## src/pre_pkg.sv

```systemverilog
// Shared types and constants for the page replacement engine.
package pre_pkg;

    // Default sizes of the frame table.
    localparam int DEF_FRAMES     = 16;
    localparam int DEF_PAGE_BITS  = 16;
    localparam int DEF_STAMP_BITS = 32;
    localparam int DEF_COUNT_BITS = 16;

    // Fixed widths of the ports.
    localparam int PAGE_W     = 16;
    localparam int FRAME_W    = 4;
    localparam int TOTAL_W    = 32;
    localparam int MODE_W     = 3;
    localparam int NFRAMES_W  = 5;
    localparam int CFG_IDX_W  = 1;
    localparam int CFG_DATA_W = 5;

    localparam logic [NFRAMES_W-1:0] NFRAMES_RESET = NFRAMES_W'(16);

    typedef enum logic [MODE_W-1:0] {
        POL_FIFO  = 3'd0,
        POL_LRU   = 3'd1,
        POL_LFU   = 3'd2,
        POL_MFU   = 3'd3,
        POL_CLOCK = 3'd4
    } t_policy;

    typedef enum logic [CFG_IDX_W-1:0] {
        CFG_POLICY_MODE   = 1'b0,
        CFG_FRAMES_IN_USE = 1'b1
    } t_cfg_idx;

    // Where a faulting page goes.
    typedef enum logic [1:0] {
        LD_EMPTY = 2'd0,  // next unfilled frame
        LD_BEST  = 2'd1,  // tracked victim (or the hand when every bit is set)
        LD_CUR   = 2'd2   // frame whose data is on the read port
    } t_load_sel;

    typedef struct packed {
        logic      start;
        logic      issue;
        logic      track;
        logic      hit_upd;
        logic      sweep_start;
        logic      clr_ref;
        logic      load;
        t_load_sel load_sel;
        logic      emit;
    } t_dp_cmd;

    typedef struct packed {
        logic dv;
        logic match;
        logic refbit;
        logic all_issued;
        logic full;
        logic clock;
    } t_dp_sts;

endpackage

```

## src/pre_ctrl.sv

```systemverilog
// Controller: sequences lookup, clock sweep, load and result hand-off.
module pre_ctrl import pre_pkg::*; (
    input  logic    i_clk,
    input  logic    i_rst_n,
    input  logic    i_in_valid,
    output logic    o_in_ready,
    output logic    o_out_valid,
    input  logic    i_out_ready,
    input  t_dp_sts i_sts,
    output t_dp_cmd o_cmd
);

    typedef enum logic [1:0] {
        S_IDLE,
        S_LOOKUP,
        S_SWEEP,
        S_FINISH
    } t_state;

    t_state r_state, n_state;
    logic   r_out_valid, n_out_valid;

    always_comb begin
        o_cmd       = '0;
        o_cmd.load_sel = LD_EMPTY;
        n_state     = r_state;
        case (r_state)
            S_IDLE: begin
                if (i_in_valid) begin
                    o_cmd.start = 1'b1;
                    n_state     = S_LOOKUP;
                end
            end
            S_LOOKUP: begin
                if (i_sts.dv && i_sts.match) begin
                    o_cmd.hit_upd = 1'b1;
                    n_state       = S_FINISH;
                end else if (!i_sts.dv && i_sts.all_issued) begin
                    if (!i_sts.full) begin
                        o_cmd.load     = 1'b1;
                        o_cmd.load_sel = LD_EMPTY;
                        n_state        = S_FINISH;
                    end else if (!i_sts.clock) begin
                        o_cmd.load     = 1'b1;
                        o_cmd.load_sel = LD_BEST;
                        n_state        = S_FINISH;
                    end else begin
                        o_cmd.sweep_start = 1'b1;
                        n_state           = S_SWEEP;
                    end
                end else begin
                    o_cmd.issue = !i_sts.all_issued;
                    o_cmd.track = i_sts.dv;
                end
            end
            S_SWEEP: begin
                if (i_sts.dv && !i_sts.refbit) begin
                    o_cmd.load     = 1'b1;
                    o_cmd.load_sel = LD_CUR;
                    n_state        = S_FINISH;
                end else if (!i_sts.dv && i_sts.all_issued) begin
                    // every bit was set: replace at the hand
                    o_cmd.load     = 1'b1;
                    o_cmd.load_sel = LD_BEST;
                    n_state        = S_FINISH;
                end else begin
                    o_cmd.issue   = !i_sts.all_issued;
                    o_cmd.track   = i_sts.dv;
                    o_cmd.clr_ref = i_sts.dv;
                end
            end
            S_FINISH: begin
                // hold until the output register is free
                if (!r_out_valid || i_out_ready) begin
                    o_cmd.emit = 1'b1;
                    n_state    = S_IDLE;
                end
            end
            default: n_state = S_IDLE;
        endcase
    end

    always_comb begin
        if (o_cmd.emit)
            n_out_valid = 1'b1;
        else if (i_out_ready)
            n_out_valid = 1'b0;
        else
            n_out_valid = r_out_valid;
    end

    always_ff @(posedge i_clk) begin
        if (!i_rst_n) begin
            r_state     <= S_IDLE;
            r_out_valid <= 1'b0;
        end else begin
            r_state     <= n_state;
            r_out_valid <= n_out_valid;
        end
    end

    assign o_in_ready  = (r_state == S_IDLE);
    assign o_out_valid = r_out_valid;

`ifndef SYNTHESIS
    a_one_write: assert property (@(posedge i_clk) disable iff (!i_rst_n)
        $onehot0({o_cmd.hit_upd, o_cmd.load, o_cmd.clr_ref}))
        else $error("more than one table write in a cycle");

    a_no_drop: assert property (@(posedge i_clk) disable iff (!i_rst_n)
        $fell(r_out_valid) |-> $past(i_out_ready) || !$past(i_rst_n))
        else $error("result dropped without a transaction");
`endif

endmodule

```

## src/pre_datapath.sv

```systemverilog
// Datapath: frame table, scan pipeline, victim tracking, counters and result registers.
module pre_datapath import pre_pkg::*; #(
    parameter int FRAMES     = DEF_FRAMES,
    parameter int PAGE_BITS  = DEF_PAGE_BITS,
    parameter int STAMP_BITS = DEF_STAMP_BITS,
    parameter int COUNT_BITS = DEF_COUNT_BITS
) (
    input  logic                  i_clk,
    input  logic                  i_rst_n,
    input  logic                  i_cfg_we,
    input  logic [CFG_IDX_W-1:0]  i_cfg_idx,
    input  logic [CFG_DATA_W-1:0] i_cfg_data,
    input  logic [PAGE_W-1:0]     i_page,
    input  t_dp_cmd               i_cmd,
    output t_dp_sts               o_sts,
    output logic                  o_hit,
    output logic [FRAME_W-1:0]    o_frame_used,
    output logic                  o_evicted_valid,
    output logic [PAGE_W-1:0]     o_evicted_page,
    output logic [TOTAL_W-1:0]    o_hit_total,
    output logic [TOTAL_W-1:0]    o_fault_total
);

    localparam int FIDX = (FRAMES > 1) ? $clog2(FRAMES) : 1;
    localparam int CNTW = $clog2(FRAMES + 1);

    // Frame table
    logic [PAGE_BITS-1:0]  mem_page  [FRAMES];
    logic [STAMP_BITS-1:0] mem_stamp [FRAMES];
    logic [COUNT_BITS-1:0] mem_uses  [FRAMES];
    logic                  mem_ref   [FRAMES];

    // Configuration and persistent state
    logic [MODE_W-1:0]     r_cfg_mode;
    logic [NFRAMES_W-1:0]  r_cfg_frames;
    logic [CNTW-1:0]       r_filled;
    logic [FIDX-1:0]       r_hand;
    logic [STAMP_BITS-1:0] r_refcnt;
    logic [TOTAL_W-1:0]    r_hits;
    logic [TOTAL_W-1:0]    r_faults;

    // Scan pipeline
    logic [PAGE_BITS-1:0]  r_page;
    logic [FIDX-1:0]       r_addr;
    logic [CNTW-1:0]       r_issued;
    logic                  r_sweep;
    logic                  r_dv;
    logic [FIDX-1:0]       r_didx;
    logic [PAGE_BITS-1:0]  r_rd_page;
    logic [STAMP_BITS-1:0] r_rd_stamp;
    logic [COUNT_BITS-1:0] r_rd_uses;
    logic                  r_rd_ref;

    // Victim tracking
    logic                  r_best_v;
    logic [FIDX-1:0]       r_best_idx;
    logic [PAGE_BITS-1:0]  r_best_page;
    logic [STAMP_BITS-1:0] r_best_stamp;
    logic [COUNT_BITS-1:0] r_best_uses;

    // Result of the current item and the output register
    logic                  r_res_hit;
    logic [FIDX-1:0]       r_res_slot;
    logic                  r_res_evict;
    logic [PAGE_BITS-1:0]  r_res_old;
    logic                  r_out_hit;
    logic [FRAME_W-1:0]    r_out_frame;
    logic                  r_out_evict;
    logic [PAGE_W-1:0]     r_out_old;

    logic [CNTW-1:0]       w_count;
    t_policy               w_mode;
    logic [CNTW-1:0]       w_filled_inc;
    logic [FIDX-1:0]       w_victim;
    logic [PAGE_BITS-1:0]  w_victim_page;
    logic                  w_better;
    logic                  w_take;

    logic                  w_we_page, w_we_stamp, w_we_uses, w_we_ref;
    logic [FIDX-1:0]       w_waddr;
    logic [STAMP_BITS-1:0] w_wstamp;
    logic [COUNT_BITS-1:0] w_wuses;
    logic                  w_wref;

    function automatic logic [FIDX-1:0] f_next(input logic [FIDX-1:0] idx,
                                                input logic [CNTW-1:0] cnt);
        f_next = ((CNTW'(idx) + 1'b1) == cnt) ? '0 : idx + 1'b1;
    endfunction

    always_comb begin
        if (r_cfg_frames == '0)
            w_count = CNTW'(1);
        else if (int'(r_cfg_frames) > FRAMES)
            w_count = CNTW'(FRAMES);
        else
            w_count = CNTW'(r_cfg_frames);
    end

    // Unused codes act as FIFO.
    assign w_mode = (r_cfg_mode > MODE_W'(POL_CLOCK)) ? POL_FIFO : t_policy'(r_cfg_mode);

    assign w_filled_inc = r_filled + 1'b1;

    always_comb begin
        case (i_cmd.load_sel)
            LD_EMPTY: begin
                w_victim      = r_filled[FIDX-1:0];
                w_victim_page = '0;
            end
            LD_BEST: begin
                w_victim      = r_best_idx;
                w_victim_page = r_best_page;
            end
            LD_CUR: begin
                w_victim      = r_didx;
                w_victim_page = r_rd_page;
            end
            default: begin
                w_victim      = r_best_idx;
                w_victim_page = r_best_page;
            end
        endcase
    end

    // Is the entry on the read port a better victim than the tracked one?
    always_comb begin
        if (w_mode == POL_LFU && r_rd_uses != r_best_uses)
            w_better = r_rd_uses < r_best_uses;
        else if (w_mode == POL_MFU && r_rd_uses != r_best_uses)
            w_better = r_rd_uses > r_best_uses;
        else
            w_better = r_rd_stamp < r_best_stamp;
    end

    // The sweep keeps only its first entry: the hand.
    assign w_take = !r_best_v || (!r_sweep && w_better);

    // Table write port
    always_comb begin
        w_we_page  = 1'b0;
        w_we_stamp = 1'b0;
        w_we_uses  = 1'b0;
        w_we_ref   = 1'b0;
        w_waddr    = r_didx;
        w_wstamp   = r_refcnt;
        w_wuses    = COUNT_BITS'(1);
        w_wref     = 1'b0;
        if (i_cmd.load) begin
            w_waddr    = w_victim;
            w_we_page  = 1'b1;
            w_we_stamp = 1'b1;
            w_we_uses  = 1'b1;
            w_we_ref   = 1'b1;
        end else if (i_cmd.clr_ref) begin
            w_we_ref = 1'b1;
        end else if (i_cmd.hit_upd) begin
            case (w_mode)
                POL_LRU: w_we_stamp = 1'b1;
                POL_LFU, POL_MFU: begin
                    w_we_uses = 1'b1;
                    w_wuses   = (r_rd_uses != '1) ? r_rd_uses + 1'b1 : r_rd_uses;
                end
                POL_CLOCK: begin
                    w_we_ref = 1'b1;
                    w_wref   = 1'b1;
                end
                default: ;
            endcase
        end
    end

    always_ff @(posedge i_clk) begin
        if (w_we_page)  mem_page[w_waddr]  <= r_page;
        if (w_we_stamp) mem_stamp[w_waddr] <= w_wstamp;
        if (w_we_uses)  mem_uses[w_waddr]  <= w_wuses;
        if (w_we_ref)   mem_ref[w_waddr]   <= w_wref;
        if (i_cmd.issue) begin
            r_rd_page  <= mem_page[r_addr];
            r_rd_stamp <= mem_stamp[r_addr];
            r_rd_uses  <= mem_uses[r_addr];
            r_rd_ref   <= mem_ref[r_addr];
        end
    end

    // Control state and counters
    always_ff @(posedge i_clk) begin
        if (!i_rst_n) begin
            r_cfg_mode   <= MODE_W'(POL_FIFO);
            r_cfg_frames <= NFRAMES_RESET;
            r_filled     <= '0;
            r_hand       <= '0;
            r_refcnt     <= '0;
            r_hits       <= '0;
            r_faults     <= '0;
            r_dv         <= 1'b0;
        end else begin
            r_dv <= i_cmd.issue;
            if (i_cfg_we) begin
                case (t_cfg_idx'(i_cfg_idx))
                    CFG_POLICY_MODE:   r_cfg_mode   <= i_cfg_data[MODE_W-1:0];
                    CFG_FRAMES_IN_USE: r_cfg_frames <= i_cfg_data[NFRAMES_W-1:0];
                    default: ;
                endcase
                r_filled <= '0;
                r_hand   <= '0;
                r_refcnt <= '0;
                r_hits   <= '0;
                r_faults <= '0;
            end else begin
                if (i_cmd.load) begin
                    if (i_cmd.load_sel == LD_EMPTY) begin
                        r_filled <= w_filled_inc;
                        r_hand   <= (w_filled_inc == w_count) ? '0 : w_filled_inc[FIDX-1:0];
                    end else if (w_mode == POL_CLOCK) begin
                        r_hand <= f_next(w_victim, w_count);
                    end
                end
                if (i_cmd.emit) begin
                    if (r_refcnt != '1) r_refcnt <= r_refcnt + 1'b1;
                    if (r_res_hit) begin
                        if (r_hits != '1) r_hits <= r_hits + 1'b1;
                    end else begin
                        if (r_faults != '1) r_faults <= r_faults + 1'b1;
                    end
                end
            end
        end
    end

    // Scan, tracking and result payload
    always_ff @(posedge i_clk) begin
        if (i_cmd.start) begin
            r_page   <= PAGE_BITS'(i_page);
            r_addr   <= '0;
            r_issued <= '0;
            r_sweep  <= 1'b0;
            r_best_v <= 1'b0;
        end else if (i_cmd.sweep_start) begin
            r_addr   <= r_hand;
            r_issued <= '0;
            r_sweep  <= 1'b1;
            r_best_v <= 1'b0;
        end else begin
            if (i_cmd.issue) begin
                r_addr   <= f_next(r_addr, w_count);
                r_issued <= r_issued + 1'b1;
            end
            if (i_cmd.track && w_take) begin
                r_best_v     <= 1'b1;
                r_best_idx   <= r_didx;
                r_best_page  <= r_rd_page;
                r_best_stamp <= r_rd_stamp;
                r_best_uses  <= r_rd_uses;
            end
        end
        if (i_cmd.issue) r_didx <= r_addr;

        if (i_cmd.hit_upd) begin
            r_res_hit   <= 1'b1;
            r_res_slot  <= r_didx;
            r_res_evict <= 1'b0;
            r_res_old   <= '0;
        end else if (i_cmd.load) begin
            r_res_hit   <= 1'b0;
            r_res_slot  <= w_victim;
            r_res_evict <= (i_cmd.load_sel != LD_EMPTY);
            r_res_old   <= w_victim_page;
        end

        if (i_cmd.emit) begin
            r_out_hit   <= r_res_hit;
            r_out_frame <= FRAME_W'(r_res_slot);
            r_out_evict <= r_res_evict;
            r_out_old   <= PAGE_W'(r_res_old);
        end
    end

    assign o_sts.dv         = r_dv;
    assign o_sts.match      = r_dv && (r_rd_page == r_page);
    assign o_sts.refbit     = r_rd_ref;
    assign o_sts.all_issued = (r_issued == (r_sweep ? w_count : r_filled));
    assign o_sts.full       = (r_filled == w_count);
    assign o_sts.clock      = (w_mode == POL_CLOCK);

    assign o_hit           = r_out_hit;
    assign o_frame_used    = r_out_frame;
    assign o_evicted_valid = r_out_evict;
    assign o_evicted_page  = r_out_old;
    assign o_hit_total     = r_hits;
    assign o_fault_total   = r_faults;

`ifndef SYNTHESIS
    a_fill_bound: assert property (@(posedge i_clk) disable iff (!i_rst_n)
        r_filled <= w_count)
        else $error("fill count beyond active frames");

    a_hand_bound: assert property (@(posedge i_clk) disable iff (!i_rst_n)
        CNTW'(r_hand) < w_count)
        else $error("clock hand beyond active frames");

    a_read_bound: assert property (@(posedge i_clk) disable iff (!i_rst_n)
        r_dv |-> CNTW'(r_didx) < w_count)
        else $error("table read beyond active frames");
`endif

endmodule

```

## src/page_replacement_engine.sv

```systemverilog
// Page replacement engine: FIFO, LRU, LFU, MFU or clock over a table of resident frames.
// Each page reference is looked up by scanning the filled frames one per cycle through the
// frame table's single read port; a miss on a full table picks its victim during the same
// scan, except in clock mode, which then sweeps again from the hand, clearing reference bits
// as it passes. A finished item waits until the output register is free.
// The next reference is accepted while the previous result still waits at the output.
// Writing either configuration register empties the table and clears the totals.
module page_replacement_engine import pre_pkg::*; #(
    parameter int FRAMES     = DEF_FRAMES,
    parameter int PAGE_BITS  = DEF_PAGE_BITS,
    parameter int STAMP_BITS = DEF_STAMP_BITS,
    parameter int COUNT_BITS = DEF_COUNT_BITS
) (
    input  logic                  i_clk,
    input  logic                  i_rst_n,
    input  logic                  i_cfg_we,
    input  logic [CFG_IDX_W-1:0]  i_cfg_idx,
    input  logic [CFG_DATA_W-1:0] i_cfg_data,
    input  logic                  i_in_valid,
    output logic                  o_in_ready,
    input  logic [PAGE_W-1:0]     i_page,
    output logic                  o_out_valid,
    input  logic                  i_out_ready,
    output logic                  o_hit,
    output logic [FRAME_W-1:0]    o_frame_used,
    output logic                  o_evicted_valid,
    output logic [PAGE_W-1:0]     o_evicted_page,
    output logic [TOTAL_W-1:0]    o_hit_total,
    output logic [TOTAL_W-1:0]    o_fault_total
);

    t_dp_cmd w_cmd;
    t_dp_sts w_sts;

    pre_ctrl u_ctrl (
        .i_clk       (i_clk),
        .i_rst_n     (i_rst_n),
        .i_in_valid  (i_in_valid),
        .o_in_ready  (o_in_ready),
        .o_out_valid (o_out_valid),
        .i_out_ready (i_out_ready),
        .i_sts       (w_sts),
        .o_cmd       (w_cmd)
    );

    pre_datapath #(
        .FRAMES     (FRAMES),
        .PAGE_BITS  (PAGE_BITS),
        .STAMP_BITS (STAMP_BITS),
        .COUNT_BITS (COUNT_BITS)
    ) u_datapath (
        .i_clk           (i_clk),
        .i_rst_n         (i_rst_n),
        .i_cfg_we        (i_cfg_we),
        .i_cfg_idx       (i_cfg_idx),
        .i_cfg_data      (i_cfg_data),
        .i_page          (i_page),
        .i_cmd           (w_cmd),
        .o_sts           (w_sts),
        .o_hit           (o_hit),
        .o_frame_used    (o_frame_used),
        .o_evicted_valid (o_evicted_valid),
        .o_evicted_page  (o_evicted_page),
        .o_hit_total     (o_hit_total),
        .o_fault_total   (o_fault_total)
    );

endmodule

```

## config.mk

```make
export PLATFORM = sky130hd
export DESIGN_NAME = page_replacement_engine
export DESIGN_NICKNAME = d
export VERILOG_FILES = /design/src/pre_pkg.sv /design/src/pre_ctrl.sv /design/src/pre_datapath.sv /design/src/page_replacement_engine.sv
export SDC_FILE = /design/constraint.sdc
export NUM_CORES = 2
export LEC_CHECK = 0
export ABC_AREA = 1
export BUFFER_PORTS_ARGS = -buffer_cell sky130_fd_sc_hd__clkbuf_2
export CAP_MARGIN = 30
export CORE_MARGIN = 4
export CORE_UTILIZATION = 35
export CTS_BUF_LIST = sky130_fd_sc_hd__clkbuf_4 sky130_fd_sc_hd__clkbuf_8 sky130_fd_sc_hd__clkbuf_16
export DETAILED_ROUTE_END_ITERATION = 16
export GPL_TIMING_DRIVEN = 0
export PLACE_DENSITY = 0.46
export SYNTH_ARGS = -nofsm -noshare
export SYNTH_HDL_FRONTEND = slang
export SYNTH_HIERARCHICAL = 1
export SYNTH_SLANG_ARGS = --single-unit
```

## constraint.sdc

```tcl
create_clock -name i_clk -period 7.18 [get_ports i_clk]
set_input_delay 0.718 -clock i_clk [delete_from_list [all_inputs] [get_ports i_clk]]
set_output_delay 0.718 -clock i_clk [all_outputs]
set_load 0.05 [all_outputs]
```

Yosys cells after proc, flatten, opt, wreduce, memory -nomap -nowiden:

Memory sizes are Yosys's and may differ from the RTL's. A register that Yosys moved wholly into a read port is not among the register bits.
Index checks and enable logic that the tools add are counted.
Widths: inputs -> output; s select.

* word-level logic and storage cells: 191
* memories kept: 4
* output and inout bits: 88
* bits of input ports: 27
* register bits: 260
* RAM bits: 1040

Memories
* u_datapath.mem_stamp: words 16, bits a word 32, read ports 1, clocked after Yosys merged registers in 1, write ports 1, line pre_datapath.sv:29 `logic [STAMP_BITS-1:0] mem_stamp [FRAMES];`
* u_datapath.mem_page: words 16, bits a word 16, read ports 1, clocked after Yosys merged registers in 1, write ports 1, line pre_datapath.sv:28 `logic [PAGE_BITS-1:0] mem_page [FRAMES];`
* u_datapath.mem_uses: words 16, bits a word 16, read ports 1, clocked after Yosys merged registers in 1, write ports 1, line pre_datapath.sv:30 `logic [COUNT_BITS-1:0] mem_uses [FRAMES];`
* u_datapath.mem_ref: words 16, bits a word 1, read ports 1, clocked after Yosys merged registers in 1, write ports 1, line pre_datapath.sv:31 `logic mem_ref [FRAMES];`

* $add $sub $neg: 10
* reductions and logical operators: 36
* multiplexer cells: 80
* order comparisons: 5
* eq/ne operators: 23
* bitwise logic cells: 5

Operators by type and width (number)
* $add 32x1->32 const B: 3
* $ne 32x32->1 const B: 3
* $mux 16: 5
* $mux 1: 40
* $mux 4: 10
* $lt 32x32->1: 1
* $pmux 16 s2: 1
* $eq 5x5->1: 5
* $mux 3: 7
* $mux 2: 10
* $add 16x1->16 const B: 1
* $eq 16x16->1: 1
* $gt 16x16->1: 1
* $lt 16x16->1: 1
* $ne 16x16->1: 1
* $ne 16x16->1 const B: 1
* $mux 5: 3
* $add 4x1->5 const B: 2
* $add 5x1->5 const B: 2
* $reduce_and 2->1: 5
* $reduce_bool 2->1: 5
* $reduce_and 3->1: 3
* $add 4x1->4 const B: 2
* $logic_and 1x1->1: 8
* other kinds (21): 38

Depth between registers and ports, before layout:

* depth after elaboration: 16
* gate-level depth with buffers: 24

Hierarchy:

The synthesis kept the hierarchy.

Modules (own cells, without submodules)
* pre_datapath: seq. area each 39467.9 µm², area an instance 56053.8 µm², times used 1, cells each 4405
* pre_ctrl: seq. area each 60.1 µm², area an instance 389.1 µm², times used 1, cells each 67

Least setup slack after synthesis:

No wires, ideal clock.

* path kind: register to register
* from: register u_ctrl.r_state[0]
* to: register u_datapath.r_best_idx[0] (enable)
* clock period less this slack: 5.443 ns
* arrival time: 4.927 ns
* cell stages (with the launch flop): 8
* path buffers: 0
* path slack: 1.737 ns
* cells stage by stage: dfxtp_1 inv_1 ha_1 nand2_1 inv_1 nor2_1 nand2_1 a21oi_1

RTL lines
* start: declaration: line pre_ctrl.sv:20 `t_state r_state, n_state;`
* start signal: assignment: line pre_ctrl.sv:97 `r_state <= n_state;`
* end signal: assignment: line pre_datapath.sv:250 `r_best_idx <= r_didx;`
* end: declaration: line pre_datapath.sv:56 `logic [FIDX-1:0] r_best_idx;`

==> impl_metrics.json <==
{
  "status": "completed",
  "dpl_worst_slack_ns": 2.096,
  "synth_area_leaders": "edfxtp_1, dfxtp_1, nor2_1, nand2_1, mux2i_1",
  "power_frac_comb": 0.143,
  "power.density_mw_per_mm2": 299.6,
  "ctsResizeCount": 0,
  "core_area_sq_mm": 0.1604,
  "ys_seq_elements": 1365,
  "hold_violations": 0,
  "synth_area_leader_cell": "edfxtp_1",
  "synth-xor-area-share": 0.01086,
  "dpl.hpwl_microns": 128900,
  "startpoint_type": "register",
  "synth_cells": 4472,
  "avgSynthCellArea_sq_um": 12.62,
  "drt_wl_total_microns": 185800,
  "synth_top_area_frac": 0.6485,
  "ctsHoldBuffers": 0,
  "path_max_fanout": 17,
  "synth-main-ff-cell": "edfxtp_1",
  "rsz0062_at_grt": "no",
  "async_reset_ff_frac": 0,
  "numPortBuffers": 114,
  "antenna_found_initial": 8,
  "yosysWarnings": 6,
  "synth_fp_nets": 4559,
  "drt_pass1_iterations": 6,
  "grtUsageTotal": 0.2171,
  "irDropWorstVdd_mv": 0.2647,
  "cts_buffers": 151,
  "grt_max_degree": 27,
  "grt_pass1_vias": 37050,
  "dpl_cell_area_sq_mm": 0.06159,
  "worstPathRequired_ns": 7.64,
  "p_switching_mw": 5.564,
  "via_count": 38060,
  "tightest_slew_ns": 1.092,
  "via_per_inst": 5.355,
  "maxSlewHeadroom": 0.2712,
  "cp_slowest_stage_delay_ns": 0.73,
  "wl_per_cell_microns": 26.14,
  "max_clock_freq_mhz": 194.1,
  "p_total_mw": 19.94,
  "clk_pin_slew_ns": 0.06,
  "cp_cell_sequence": "inv_2 -> nand2_1 -> o21ai_0 -> xor2_1 -> nor4_1 -> buf_2 -> nand2_4 -> nor3_1 -> o21a_1 -> buf_2 -> inv_1 -> buf_2 -> nand2_1 -> o21ai_1 -> nor2_1 -> nand2_1 -> nor2_4 -> buf_12",
  "dieArea_sq_mm": 0.1678,
  "slowest_stage": "nor2_4",
  "fin_area_sq_mm": 0.06657,
  "synth-simple-area-share": 0.1067,
  "setup_viol": 0,
  "drc": 0,
  "cts_tree": "done",
  "gp_congestion": 0.8799,
  "crit_type": "register to register",
  "cp-end-kind": "register",
  "post_cts_buffers": 0,
  "ant_nets": 0,
  "clk_path_buf_depth": 3,
  "fin_crit_sh": 0.7174,
  "synth_commonest_cells": "edfxtp_1, nor2_1, nand2_1",
  "layout.nets": 4917,
  "min_path_type": "input port to register",
  "synth.cell_area_sq_mm": 0.05644,
  "die_y_microns": 409.6,
  "drtIter0Drc": 4125,
  "p_leak_nw": 21.92,
  "grt_remaining_overflow": 0,
  "seq_area_frac_synth": 0.7003,
  "root_buffer": "clkbuf_16",
  "clk_latency_ns": 0.79,
  "synth.distinct_cells": 58,
  "htreeDepth": 4,
  "synth_edf_count": 1219,
  "synth-adder-area-share": 0.01330,
  "clock_sinks": 1365,
  "power.internal_mw": 14.38,
  "post-route-util": 0.4151,
  "synth-compound-area-share": 0.1015,
  "initial_utilization": 0.3519,
  "finalWorstSetupSlack_ns": 2.029,
  "slew_violations": 0,
  "rows": 147,
  "skew_ns": 0.02944,
  "synth_top_family_by_area": "simple AND/OR/NAND/NOR gates",
  "die_x_microns": 409.6,
  "swShare": 0.2790,
  "cap_violations": 0,
  "drive_gt1_frac": 0.1334,
  "synthMuxAreaShare": 0.03192,
  "ios": 115,
  "clkPwrFrac": 0.387,
  "seq_power_share": 0.470,
  "synth.most_common_cell": "edfxtp_1",
  "post-route-min-period_ns": 5.151,
  "cp.arrival_ns": 5.62,
  "grt_pass1_wl_microns": 265100,
  "syn2layout_area_growth_pct": 17.94,
  "fillers": 15080
}
[per-stage QoR]
step	hold WS, ns	cells	setup TNS (ns)
floorplan	0.4003	4472	0
detailed placement	0.4081	6832	0
global route	0.05937	7107	0
global placement	0.4029	6746	-608.40
finish	0.1027	7107	0
CTS	0.04183	7101	0
[power groups by stage]
| stage | clock (mW) | sequential, mW | combinational [mW] |
|---|---|---|---|
| finish | 7.72 | 9.37 | 2.86 |
| global placement | 0 | 9.57 | 2.61 |
| CTS | 7.90 | 9.37 | 2.86 |
| global route | 8.21 | 9.40 | 3.06 |
| detailed placement | 0 | 9.53 | 2.85 |
| floorplan | 0 | 9.48 | 1.57 |
[area by class of cell]
type                    count  area [sq um]  area share
repair buffers            205          2252     0.03383
flip-flops and latches   1365         39530      0.5938
multi-input cells        2630         15170      0.2278
diodes                      1         2.502  0.00003759
clock buffers             196          4146     0.06229
plain buffers             238          1104     0.01658
clock inverters            73         767.0     0.01152
well taps                2160          2703     0.04060
inverters                 239         902.1     0.01355
[placed cells by master (no fill, tap or decap), types with 54 or more instances in the layout]
master,count
mux2i_1,180
buf_2,54
nor3_1,58
o32ai_1,75
nand3_1,122
nor2_1,601
ha_1,60
edfxtp_1,1219
inv_1,226
xor2_1,59
dfxtp_1,146
clkbuf_2,118
o21ai_0,356
o211ai_1,77
o221ai_1,180
a21oi_1,161
clkbuf_1,144
nand2_1,485
clkbuf_16,152
[sequential cells by signal (all words and copies together), names as in the netlist, 5 cells and up]
name,count
u_datapath/r_page,16
u_datapath/o_fault_total,32
u_datapath/r_rd_page,16
u_datapath/o_evicted_page,16
u_datapath/mem_stamp,512
u_datapath/r_refcnt,32
u_datapath/r_rd_uses,16
u_datapath/r_filled,5
u_datapath/mem_page,256
u_datapath/mem_ref,16
u_datapath/r_best_stamp,32
u_datapath/r_issued,5
u_datapath/mem_uses,256
u_datapath/o_hit_total,32
u_datapath/r_cfg_frames,5
u_datapath/r_best_uses,16
u_datapath/r_best_page,16
u_datapath/r_res_old,16
u_datapath/r_rd_stamp,32
[cell families (layout without fill, tap and decap cells)]
| logic type | count (synthesis) | in the layout |
|---|---|---|
| buffers and inverters | 477 | 951 |
| XOR/XNOR | 70 | 70 |
| flip-flops | 1365 | 1365 |
| AO/OA/AOI/OAI | 893 | 893 |
| multiplexers | 180 | 180 |
| AND/OR/NAND/NOR | 1427 | 1427 |
| other | 0 | 1 |
| adder cells (fa/ha/maj) | 60 | 60 |
[worst paths after layout]
path                                    from                           to  slack [ns]  cells past startpoint
hold / removal                     i_page[1]         u_datapath/r_page[1]        0.10                      1
setup / recovery  u_datapath/r_cfg_frames[4]  u_datapath/mem_stamp[9][14]        2.03                     18
setup reg to reg  u_datapath/r_cfg_frames[4]  u_datapath/mem_stamp[9][14]        2.03                     18
hold reg to reg     u_datapath/r_res_slot[2]   u_datapath/o_frame_used[2]        0.42                      0
[per-layer routing]
layer  global-route usage  vias up  part of all wire
li1                     -    17230                 -
met1               0.3015    19200              0.44
met2               0.3552     1378              0.47
met3              0.03707      250             0.072
met4              0.05313        0             0.021
met5                    0        -                 0
[worst max-delay path: cells and delay by family, from the launching register on]
kind,cells,cell delay (ns)
AND/OR/NAND/NOR,8,2.40
buffers and inverters,6,1.32
AO/OA/AOI/OAI,3,0.43
XOR/XNOR,1,0.16
flip-flops,1,0.48
(Power assumes the default switching activity.)
